### src/hdl/afu_pkg.sv
// Types and constants shared by the accelerometer FIFO frame unpacker.
package afu_pkg;

    // Largest entry count that a burst may request (after rounding to whole samples).
    localparam int unsigned MAX_ENTRIES = 96;

    localparam int unsigned BYTES_PER_SAMPLE = 9;
    localparam int unsigned AXIS_BITS        = 20;
    localparam int unsigned S_TDATA_BITS     = 16;
    localparam int unsigned M_TDATA_BITS     = 88;

    // Reciprocal of three for 8-bit counts: n / 3 == (n * 171) >> 9 for n < 512.
    localparam logic [7:0] RECIP3_MULT  = 8'd171;
    localparam int unsigned RECIP3_SHIFT = 9;

    typedef enum logic {
        CMD_START = 1'b0,
        CMD_DATA  = 1'b1
    } cmd_t;

    typedef enum logic {
        KIND_STATUS = 1'b0,
        KIND_SAMPLE = 1'b1
    } kind_t;

    typedef enum logic [1:0] {
        ST_OK       = 2'd0,
        ST_NONE     = 2'd1,
        ST_TOO_MANY = 2'd2
    } count_status_t;

    // One result word as it leaves on the master side.
    typedef struct packed {
        kind_t                     kind;
        logic                      last;
        logic [M_TDATA_BITS-1:0]   data;
    } result_t;

endpackage

### src/hdl/accel_fifo_frame_unpacker.sv
// Top level of the accelerometer FIFO frame unpacker.
// Throughput: one input word per cycle while the skid slot is empty (it holds off s_tready).
// A two-deep output (register plus skid) decouples stalls; each result is registered.
// Each word is handled by short logic between the slave port and the output register.
// Reset (aresetn low, synchronous) clears the burst counters, the sticky flags and both
// output slots; the byte buffer is not reset because it is always refilled before use.
module accel_fifo_frame_unpacker
    import afu_pkg::*;
(
    input  logic                    aclk,
    input  logic                    aresetn,

    input  logic                    s_tvalid,
    output logic                    s_tready,
    // Fields from bit 0 up: entry_count[7:0], data_byte[15:8].
    input  logic [S_TDATA_BITS-1:0] s_tdata,
    // Fields from bit 0 up: cmd[0].
    input  logic                    s_tuser,

    output logic                    m_tvalid,
    input  logic                    m_tready,
    // Fields from bit 0 up: count_status[1:0], sample_total[7:2], x_value[27:8],
    // y_value[47:28], z_value[67:48], sample_number[72:68], empty_seen[73],
    // empty_at[78:74], marker_fault_seen[79], marker_fault_at[84:80], zero pad[87:85].
    output logic [M_TDATA_BITS-1:0] m_tdata,
    // Fields from bit 0 up: kind[0].
    output logic                    m_tuser,
    // Carries last_sample.
    output logic                    m_tlast
);

    // Burst state.
    logic [3:0]  byte_pos_reg,     byte_pos_next;
    logic [5:0]  samples_left_reg, samples_left_next;
    logic [4:0]  sample_cnt_reg,   sample_cnt_next;
    logic [7:0]  pend_reg [0:7];

    // Sticky flags and the sample index where each was first raised.
    logic        empty_flag_reg,   empty_flag_next;
    logic [4:0]  empty_idx_reg,    empty_idx_next;
    logic        marker_flag_reg,  marker_flag_next;
    logic [4:0]  marker_idx_reg,   marker_idx_next;

    // Output register and skid slot.
    logic        out_valid_reg;
    result_t     out_reg;
    logic        skid_valid_reg;
    result_t     skid_reg;

    logic        s_accept;
    logic        out_take;
    logic        res_valid;
    result_t     res;

    // Start decode.
    logic [7:0]  entry_count;
    logic [7:0]  data_byte;
    logic [16:0] recip_prod;
    logic [6:0]  total_raw;
    logic [8:0]  rounded;
    logic [5:0]  total_sat;
    count_status_t status;

    // Sample decode.
    logic [AXIS_BITS-1:0] x_val;
    logic [AXIS_BITS-1:0] y_val;
    logic [AXIS_BITS-1:0] z_val;
    logic                 pend_write;

    assign entry_count = s_tdata[7:0];
    assign data_byte   = s_tdata[15:8];

    // The skid slot is the only thing that can hold off the slave side.
    assign s_tready = !skid_valid_reg;
    assign s_accept = s_tvalid && s_tready;
    assign out_take = out_valid_reg && m_tready;

    // Entry count rounded down to whole samples: floor(n/3) by reciprocal multiply.
    assign recip_prod = 17'(entry_count) * 17'(RECIP3_MULT);
    assign total_raw  = recip_prod[RECIP3_SHIFT+6:RECIP3_SHIFT];
    assign rounded    = 9'(total_raw) * 9'd3;
    assign total_sat  = (total_raw > 7'd63) ? 6'd63 : total_raw[5:0];

    // Axis values are the top 20 bits of each three-byte group; the ninth byte
    // comes straight from the port.
    assign x_val = {pend_reg[0], pend_reg[1], pend_reg[2][7:4]};
    assign y_val = {pend_reg[3], pend_reg[4], pend_reg[5][7:4]};
    assign z_val = {pend_reg[6], pend_reg[7], data_byte[7:4]};

    always_comb begin
        byte_pos_next     = byte_pos_reg;
        samples_left_next = samples_left_reg;
        sample_cnt_next   = sample_cnt_reg;
        empty_flag_next   = empty_flag_reg;
        empty_idx_next    = empty_idx_reg;
        marker_flag_next  = marker_flag_reg;
        marker_idx_next   = marker_idx_reg;
        res_valid         = 1'b0;
        res               = '0;
        pend_write        = 1'b0;
        status            = ST_OK;

        if (s_accept) begin
            if (cmd_t'(s_tuser) == CMD_START) begin
                // A new start drops any burst in progress; sticky flags stay.
                if (total_raw == 7'd0) begin
                    status            = ST_NONE;
                    samples_left_next = 6'd0;
                end else if (rounded > 9'(MAX_ENTRIES)) begin
                    status            = ST_TOO_MANY;
                    samples_left_next = 6'd0;
                end else begin
                    status            = ST_OK;
                    samples_left_next = total_sat;
                end
                byte_pos_next   = 4'd0;
                sample_cnt_next = 5'd0;
                res_valid       = 1'b1;
                res.kind        = KIND_STATUS;
                res.last        = 1'b0;
                res.data[1:0]   = status;
                res.data[7:2]   = samples_left_next;
                res.data[73]    = empty_flag_reg;
                res.data[78:74] = empty_idx_reg;
                res.data[79]    = marker_flag_reg;
                res.data[84:80] = marker_idx_reg;
            end else if (samples_left_reg != 6'd0) begin
                if (byte_pos_reg < 4'(BYTES_PER_SAMPLE - 1)) begin
                    // Still collecting the first eight bytes of the sample.
                    pend_write    = 1'b1;
                    byte_pos_next = byte_pos_reg + 4'd1;
                end else begin
                    // Ninth byte: check the marks carried in the third X byte.
                    if (pend_reg[2][1] && !empty_flag_reg) begin
                        empty_flag_next = 1'b1;
                        empty_idx_next  = sample_cnt_reg;
                    end
                    if (!pend_reg[2][0] && !marker_flag_reg) begin
                        marker_flag_next = 1'b1;
                        marker_idx_next  = sample_cnt_reg;
                    end
                    res_valid         = 1'b1;
                    res.kind          = KIND_SAMPLE;
                    res.last          = (samples_left_reg == 6'd1);
                    res.data[27:8]    = x_val;
                    res.data[47:28]   = y_val;
                    res.data[67:48]   = z_val;
                    res.data[72:68]   = sample_cnt_reg;
                    res.data[73]      = empty_flag_next;
                    res.data[78:74]   = empty_idx_next;
                    res.data[79]      = marker_flag_next;
                    res.data[84:80]   = marker_idx_next;
                    samples_left_next = samples_left_reg - 6'd1;
                    sample_cnt_next   = sample_cnt_reg + 5'd1;
                    byte_pos_next     = 4'd0;
                end
            end
            // A data word with no samples expected is dropped without a result.
        end
    end

    // Byte buffer: each slot is written before the ninth byte reads it.
    always_ff @(posedge aclk) begin
        if (pend_write) begin
            pend_reg[byte_pos_reg[2:0]] <= data_byte;
        end
    end

    always_ff @(posedge aclk) begin
        if (!aresetn) begin
            byte_pos_reg     <= 4'd0;
            samples_left_reg <= 6'd0;
            sample_cnt_reg   <= 5'd0;
            empty_flag_reg   <= 1'b0;
            empty_idx_reg    <= 5'd0;
            marker_flag_reg  <= 1'b0;
            marker_idx_reg   <= 5'd0;
        end else begin
            byte_pos_reg     <= byte_pos_next;
            samples_left_reg <= samples_left_next;
            sample_cnt_reg   <= sample_cnt_next;
            empty_flag_reg   <= empty_flag_next;
            empty_idx_reg    <= empty_idx_next;
            marker_flag_reg  <= marker_flag_next;
            marker_idx_reg   <= marker_idx_next;
        end
    end

    // Output register with a skid slot behind it. The skid fills only when a
    // new result arrives while the output word is stalled.
    always_ff @(posedge aclk) begin
        if (!aresetn) begin
            out_valid_reg  <= 1'b0;
            skid_valid_reg <= 1'b0;
        end else if (!out_valid_reg || out_take) begin
            if (skid_valid_reg) begin
                out_valid_reg  <= 1'b1;
                skid_valid_reg <= 1'b0;
            end else begin
                out_valid_reg  <= res_valid;
            end
        end else if (res_valid) begin
            skid_valid_reg <= 1'b1;
        end
    end

    always_ff @(posedge aclk) begin
        if (!out_valid_reg || out_take) begin
            if (skid_valid_reg) begin
                out_reg <= skid_reg;
            end else if (res_valid) begin
                out_reg <= res;
            end
        end else if (res_valid) begin
            skid_reg <= res;
        end
    end

    assign m_tvalid = out_valid_reg;
    assign m_tdata  = out_reg.data;
    assign m_tuser  = out_reg.kind;
    assign m_tlast  = out_reg.last;

endmodule

### config.mk
export PLATFORM = sky130hd
export DESIGN_NAME = accel_fifo_frame_unpacker
export DESIGN_NICKNAME = d
export VERILOG_FILES = /design/src/hdl/afu_pkg.sv /design/src/hdl/accel_fifo_frame_unpacker.sv
export SDC_FILE = /design/constraint.sdc
export NUM_CORES = 1
export LEC_CHECK = 0
export BUFFER_PORTS_ARGS = -buffer_cell sky130_fd_sc_hd__buf_2
export CAP_MARGIN = 10
export CORE_UTILIZATION = 35
export CTS_BUF_LIST = sky130_fd_sc_hd__clkbuf_4
export CTS_CLUSTER_SIZE = 10
export DETAILED_ROUTE_END_ITERATION = 8
export PLACE_DENSITY_LB_ADDON = 0.3
export SLEW_MARGIN = 20
export SYNTH_ARGS = -nofsm -noshare
export SYNTH_HDL_FRONTEND = slang
export SYNTH_SLANG_ARGS = --single-unit
### constraint.sdc
create_clock -name aclk -period 6.07 [get_ports aclk]
set_input_delay 0.3035 -clock aclk [delete_from_list [all_inputs] [get_ports aclk]]
set_output_delay 0.3035 -clock aclk [all_outputs]
set_load 0.02 [all_outputs]
==> results of run 1 <==
power by group:
| part | switching, W | total [W] | internal, W | leakage, nW |
|---|---|---|---|---|
| Combinational | 0.000865 | 0.00158 | 0.000713 | 3.16 |
| Clock | 0.000661 | 0.00139 | 0.000726 | 0.478 |
| Sequential | 0.0000303 | 0.00206 | 0.00202 | 2.25 |
worst register-to-register path, stage by stage (launching register included):
cell and delay, ns:
dfxtp_1 0.42, inv_1 0.09, ha_1 0.20, a21oi_1 0.28, nand3_1 0.36, nand2_1 0.40
and2_4 0.74, buf_4 0.56
cells in the final DEF (no fill, tap or decap), types with 6 or more instances in the layout:
master / n
nand2_1: 54
a21o_1: 76
nand2b_1: 8
clkbuf_4: 97
buf_4: 38
edfxtp_1: 232
dfxtp_1: 28
clkinv_1: 16
xor2_1: 6
nand3_1: 8
nor2_1: 37
dlygate4sd3_1: 10
o21ai_0: 14
nor2b_1: 15
fa_1: 13
nor3_1: 7
a21boi_0: 9
inv_1: 61
a21oi_1: 30
and3_1: 8
o21ai_1: 7
and2_1: 72
buf_2: 109
ha_1: 53
layer usage:
metal  vias up  track usage [%]  wire length [µm]
met5         -                0                 0
met4         0             5.07               492
met3        43             2.75              1080
met2       150             23.6             11300
met1      3350             16.3              9790
li1       3524                -                 -
area by class of cell:
cell class	instances	area, µm²
multi-input combinational	501	3690
clock inverter	18	77.6
fill	3070	18800
tap	442	553
clock buffer	97	728
antenna	1	2.50
inverter	64	240
sequential	261	7550
timing repair buffer	157	931
logic make-up after synthesis:
logic type / after synthesis / share of synthesized area [%]
flops: 261 / 65.1
simple gates: 231 / 10.5
compound gates: 184 / 11.7
buf+inv: 94 / 3.24
fa+ha+maj: 68 / 8.16
xor+xnor: 10 / 0.756
mux: 5 / 0.432
other cells: 1 / 0.0324
through the flow:
| stage | setup TNS, ns | hold WS (ns) | cells |
|---|---|---|---|
| floorplan | 0 | 0.402 | 856 |
| global route | 0 | 0.0636 | 1541 |
| CTS | 0 | 0.0271 | 1540 |
| detailed placement | -2.87 | 0.458 | 1415 |
| global placement | -1.33 | 0.451 | 1415 |
| finish | 0 | 0.0693 | 1541 |
worst max path at each step:
stage                     depth (start not counted)  slack (ns)                  end  startpoint
after detailed placement                         27       -0.26  samples_left_reg[1]  s_tdata[1]
after global placement                           27       -0.15  samples_left_reg[1]  s_tdata[1]
after CTS                                        27        0.45  samples_left_reg[1]  s_tdata[1]
after floorplan                                  26        0.01           m_tdata[6]  s_tdata[1]
after global routing                             27        0.16  samples_left_reg[1]  s_tdata[1]
final                                            27        0.41  samples_left_reg[1]  s_tdata[1]
==> results.ini, run 1 <==
[detailed_routing]
ant_nets=0
dr.pass1.iters=5
wire_per_inst_um=14.7
via_per_inst=4.59
num_vias=7067
first_iter_violations=252
finalWirelength_um=22600
drc_errors=0

[timing]
hold_violations=0
setup_ws_ns=0.414
slew_violations=0
relSlewSlack_pct=38.9
clock_skew_ns=0.0355
setup_viol=0
rsz0062_at_grt=false
max_freq_mhz=177
tightest_slew_ns=0.914
fin_crit_ns=5.66
final.period_utilization_pct=93.2

[synth]
syn_area_um2=11600
synth_edf_count=232
ys_seq_elements=261
synthArstFlopShare_pct=0
synth_area_leaders=edfxtp_1 (60%), ha_1 (5.7%), dfxtp_1 (5.0%), a21o_1 (4.9%), and2_1 (3.9%)
syn_avg_cell_area_um2=13.6
yosysTopAreaCell=edfxtp_1
ys.flop_type=edfxtp_1
yosys_warnings=0
synth_cell_types=66
ys_seq_area_share_pct=65.1
synth_top_area_share_pct=60.1
syn_inst=854
synth.most_common_cell=edfxtp_1
yosys-top-cells-count=edfxtp_1 (232), a21o_1 (76), and2_1 (73)

[global_routing]
antenna_found_initial=1
grt_use_total_pct=13.5
grt-ovfl-total=0
grt_max_degree=72
grt_pass1_vias=7011
grt_pass1_wl_um=35800

[floorplan]
core-area_um2=32500
die_area_um2=33800
initial_core_util_pct=35.6
die_h_um=184
die_x_um=184
num_rows=66
ios=113

[setup_path]
cp.arrival_ns=6.25
worstReg2RegStart=samples_left_reg[0]
required_ns=6.66
cpPeakStageDelay_ns=0.52
cp_max_fo=5
critPathTopFamily=adder cells
ff2ff_path_depth=7
path_common_cell=fa_1
start_kind=input pin
r2r-end=skid_reg[89]
rrSetupSlack_ns=2.68
critPathSlowestCell=fa_1
setup.worst_path.end_class=register
worstSetupPathType=input pin to register
cp_num_buf_inv=6

[clock_network]
ctsResizeCount=0
cts_sinks=261
htreeDepth=2
cts_setup_buffers=0
ctsLongestPathBuffers=3
clkTransAtPathRegs_ns=0.06
root_buffer=clkbuf_4
cts_tree=yes
postCtsHoldBufs=10
numCtsBuffers=61
insertion_delay_ns=0.70

[place]
portBuffers=109
gp_congestion=0.804
place_area_um2=12900
hpwl_um=15000
post-place-ws_ns=-0.256

[min_path]
whs_path_depth=3
hp-class=input pin to register
hold_end=skid_valid_reg
hp-start=aresetn

[finish]
drive_gt1_share_pct=24.3
fin_area_um2=13800
largest_reg_flops=87
syn_to_final_growth_pct=18.8
utilization_pct=42.3
final_nets=1133

[power_and_ir_drop]
p_leak_nw=5.89
pwr_density_cell_nw_per_um2=365
irDropWorstVdd_mv=0.229
power.total_w=0.00502

[outcome]
status=finished clean

[flow_run]
max_cap_violations=0

No activity file was read; power rests on OpenSTA's default activity.
==> inputs of run 2 (changes only) <==
Settings changed: CAP_MARGIN 10 to default, CORE_MARGIN from default to 4, REMOVE_ABC_BUFFERS from default to 1.
==> results.ini, run 2 (synthesis results as in run 1) <==
[finish]
drive_gt1_share_pct=24.4  ; was 24.3%
largest_reg_flops=87  ; unchanged
syn_to_final_growth_pct=18.8  ; about the same
layout_commonest_cell=edfxtp_1  ; unchanged
fin_area_um2=13800  ; about the same
layout_common_cells=edfxtp_1 (232), buf_2 (109), clkbuf_4 (93), a21o_1 (76), and2_1 (72)  ; was edfxtp_1 (232), buf_2 (109), clkbuf_4 (97), a21o_1 (76), and2_1 (72)
final_nets=1133  ; unchanged
utilization_pct=42.2  ; was 42.3%

[power_and_ir_drop]
pwr_density_cell_nw_per_um2=362  ; was 365 nW/µm²
power_frac_comb_pct=31.8  ; was 31.4%
irDropWorstVdd_mv=0.169  ; was 0.229 mV
p_switching_w=0.00154  ; was 0.00156 W
p_leak_nw=5.88  ; was 5.89 nW
p_seq_share_pct=41.2  ; was 40.9%
power.share.clock_pct=26.9  ; was 27.6%
intPower_w=0.00344  ; was 0.00346 W
switching_share_pct=30.9  ; was 31.0%

[clock_network]
cts_tree=yes  ; unchanged
cts_sinks=261  ; unchanged
numCtsBuffers=59  ; was 61
ctsLongestPathBuffers=3  ; unchanged
htreeDepth=2  ; unchanged
clkTransAtPathRegs_ns=0.07  ; was 0.06 ns
root_buffer=clkbuf_4  ; unchanged
insertion_delay_ns=0.69  ; was 0.70 ns

[setup_path]
start_kind=input pin  ; unchanged
r2r-end=m_tdata[73]  ; was skid_reg[89]
worstReg2RegStart=samples_left_reg[0]  ; unchanged
critPathTopFamily=adder cells  ; unchanged
cp_num_buf_inv=6  ; unchanged
startpoint=s_tdata[1]  ; unchanged
cp_max_fo=7  ; was 5
ff2ff_path_depth=8  ; was 7
worstSetupPathType=input pin to register  ; unchanged
critPathSlowestCell=fa_1  ; unchanged
required_ns=6.50  ; was 6.66 ns
cpPeakStageDelay_ns=0.52  ; about the same
setup.worst_path.end_class=register  ; unchanged
rrSetupSlack_ns=2.52  ; was 2.68 ns
cp.arrival_ns=6.10  ; was 6.25 ns
worst-path-stages=27  ; unchanged

[place]
place_area_um2=12900  ; about the same
portBuffers=109  ; unchanged
gp_congestion=0.817  ; was 0.804
hpwl_um=15500  ; was 15000 µm
post-place-ws_ns=-0.413  ; was -0.256 ns

[detailed_routing]
finalWirelength_um=23100  ; was 22600 µm
via_per_inst=4.62  ; was 4.59
dr.pass1.iters=4  ; was 5
first_iter_violations=359  ; was 252
ant_nets=0  ; unchanged
num_vias=7103  ; was 7067
wire_per_inst_um=15.1  ; was 14.7 µm
drc_errors=0  ; unchanged

[timing]
max_freq_mhz=176  ; was 177 MHz
setup_ws_ns=0.403  ; was 0.414 ns
relSlewSlack_pct=31.5  ; was 38.9%
tightest_slew_ns=1.03  ; was 0.914 ns
final.period_utilization_pct=93.4  ; was 93.2%
setup_viol=0  ; unchanged
slew_violations=0  ; unchanged
fin_crit_ns=5.67  ; was 5.66 ns
fin_setup_tns_ns=0  ; unchanged
clock_skew_ns=0.0585  ; was 0.0355 ns
rsz0062_at_grt=false  ; unchanged
hold_violations=0  ; unchanged

[floorplan]
num_rows=66  ; unchanged
core-area_um2=32600  ; was 32500 µm²
die_area_um2=36100  ; was 33800 µm²
die_h_um=190  ; was 184 µm
initial_core_util_pct=35.5  ; was 35.6%
die_x_um=190  ; was 184 µm
ios=113  ; unchanged

[global_routing]
grt_pass1_vias=7301  ; was 7011
grt_use_total_pct=12.8  ; was 13.5%
grt-ovfl-total=0  ; unchanged
grt_pass1_wl_um=37600  ; was 35800 µm
grt_max_degree=90  ; was 72
antenna_found_initial=2  ; was 1

[flow_run]
max_cap_violations=0  ; unchanged

[min_path]
whs_path_depth=2  ; was 3
hold_end=samples_left_reg[2]  ; was skid_valid_reg
hp-start=aresetn  ; unchanged
hp-class=input pin to register  ; unchanged

[outcome]
status=finished clean  ; unchanged

-- run 2: metal layers --
| layer | routed length [µm] | up-vias | track usage (%) |
|---|---|---|---|
| met5 | 0 | - | 0 |
| met4 | 701 | 0 | 5.70 |
| met3 | 1090 | 43 | 2.11 |
| met2 | 11200 | 161 | 22.0 |
| met1 | 10100 | 3364 | 16.1 |
| li1 | - | 3535 | - |
-- run 2: cell type report --
type,instances,area (µm²)
fillers,3083,18900
flip-flops and latches,261,7550
multi-input cells,501,3690
repair buffers,159,958
clock buffers,93,698
well taps,442,553
inverters,64,240
clock inverters,14,62.6
diodes,2,5.00
-- run 2: power by group through the flow --
stage	Combinational (W)	Sequential [W]	Clock (W)
after floorplan	0.000972	0.00213	0
after global placement	0.00155	0.00209	0
after detailed placement	0.00157	0.00209	0
after CTS	0.00159	0.00206	0.00140
after global routing	0.00180	0.00206	0.00150
final	0.00159	0.00206	0.00134
-- run 2: worst max-delay path by stage --
| stage | to | slack (ns) |
|---|---|---|
| after CTS | m_tdata[5] | 0.33 |
| after global routing | m_tdata[4] | 0.01 |
| after global placement | m_tdata[1] | -0.22 |
| after detailed placement | m_tdata[5] | -0.41 |
| after floorplan | m_tdata[0] | -0.58 |
| final | m_tdata[4] | 0.40 |
-- run 2: metrics by stage --
stage	hold WS, ns	power, W	cells
4_1_cts	0.0412	0.00504	1534
3_3_place_gp	0.451	0.00364	1417
6_report	0.108	0.00498	1536
3_5_place_dp	0.459	0.00367	1417
2_1_floorplan	0.402	0.00310	826
5_1_grt	0.0631	0.00536	1536
-- run 2: timing repair --
item                                    4_1_cts  5_1_grt
endpoints found under the setup margin        0       17
hold buffers                                 10        0
gates resized for setup                       0        3
buffers inserted                              0        0
hold endpoints to repair                     60        0
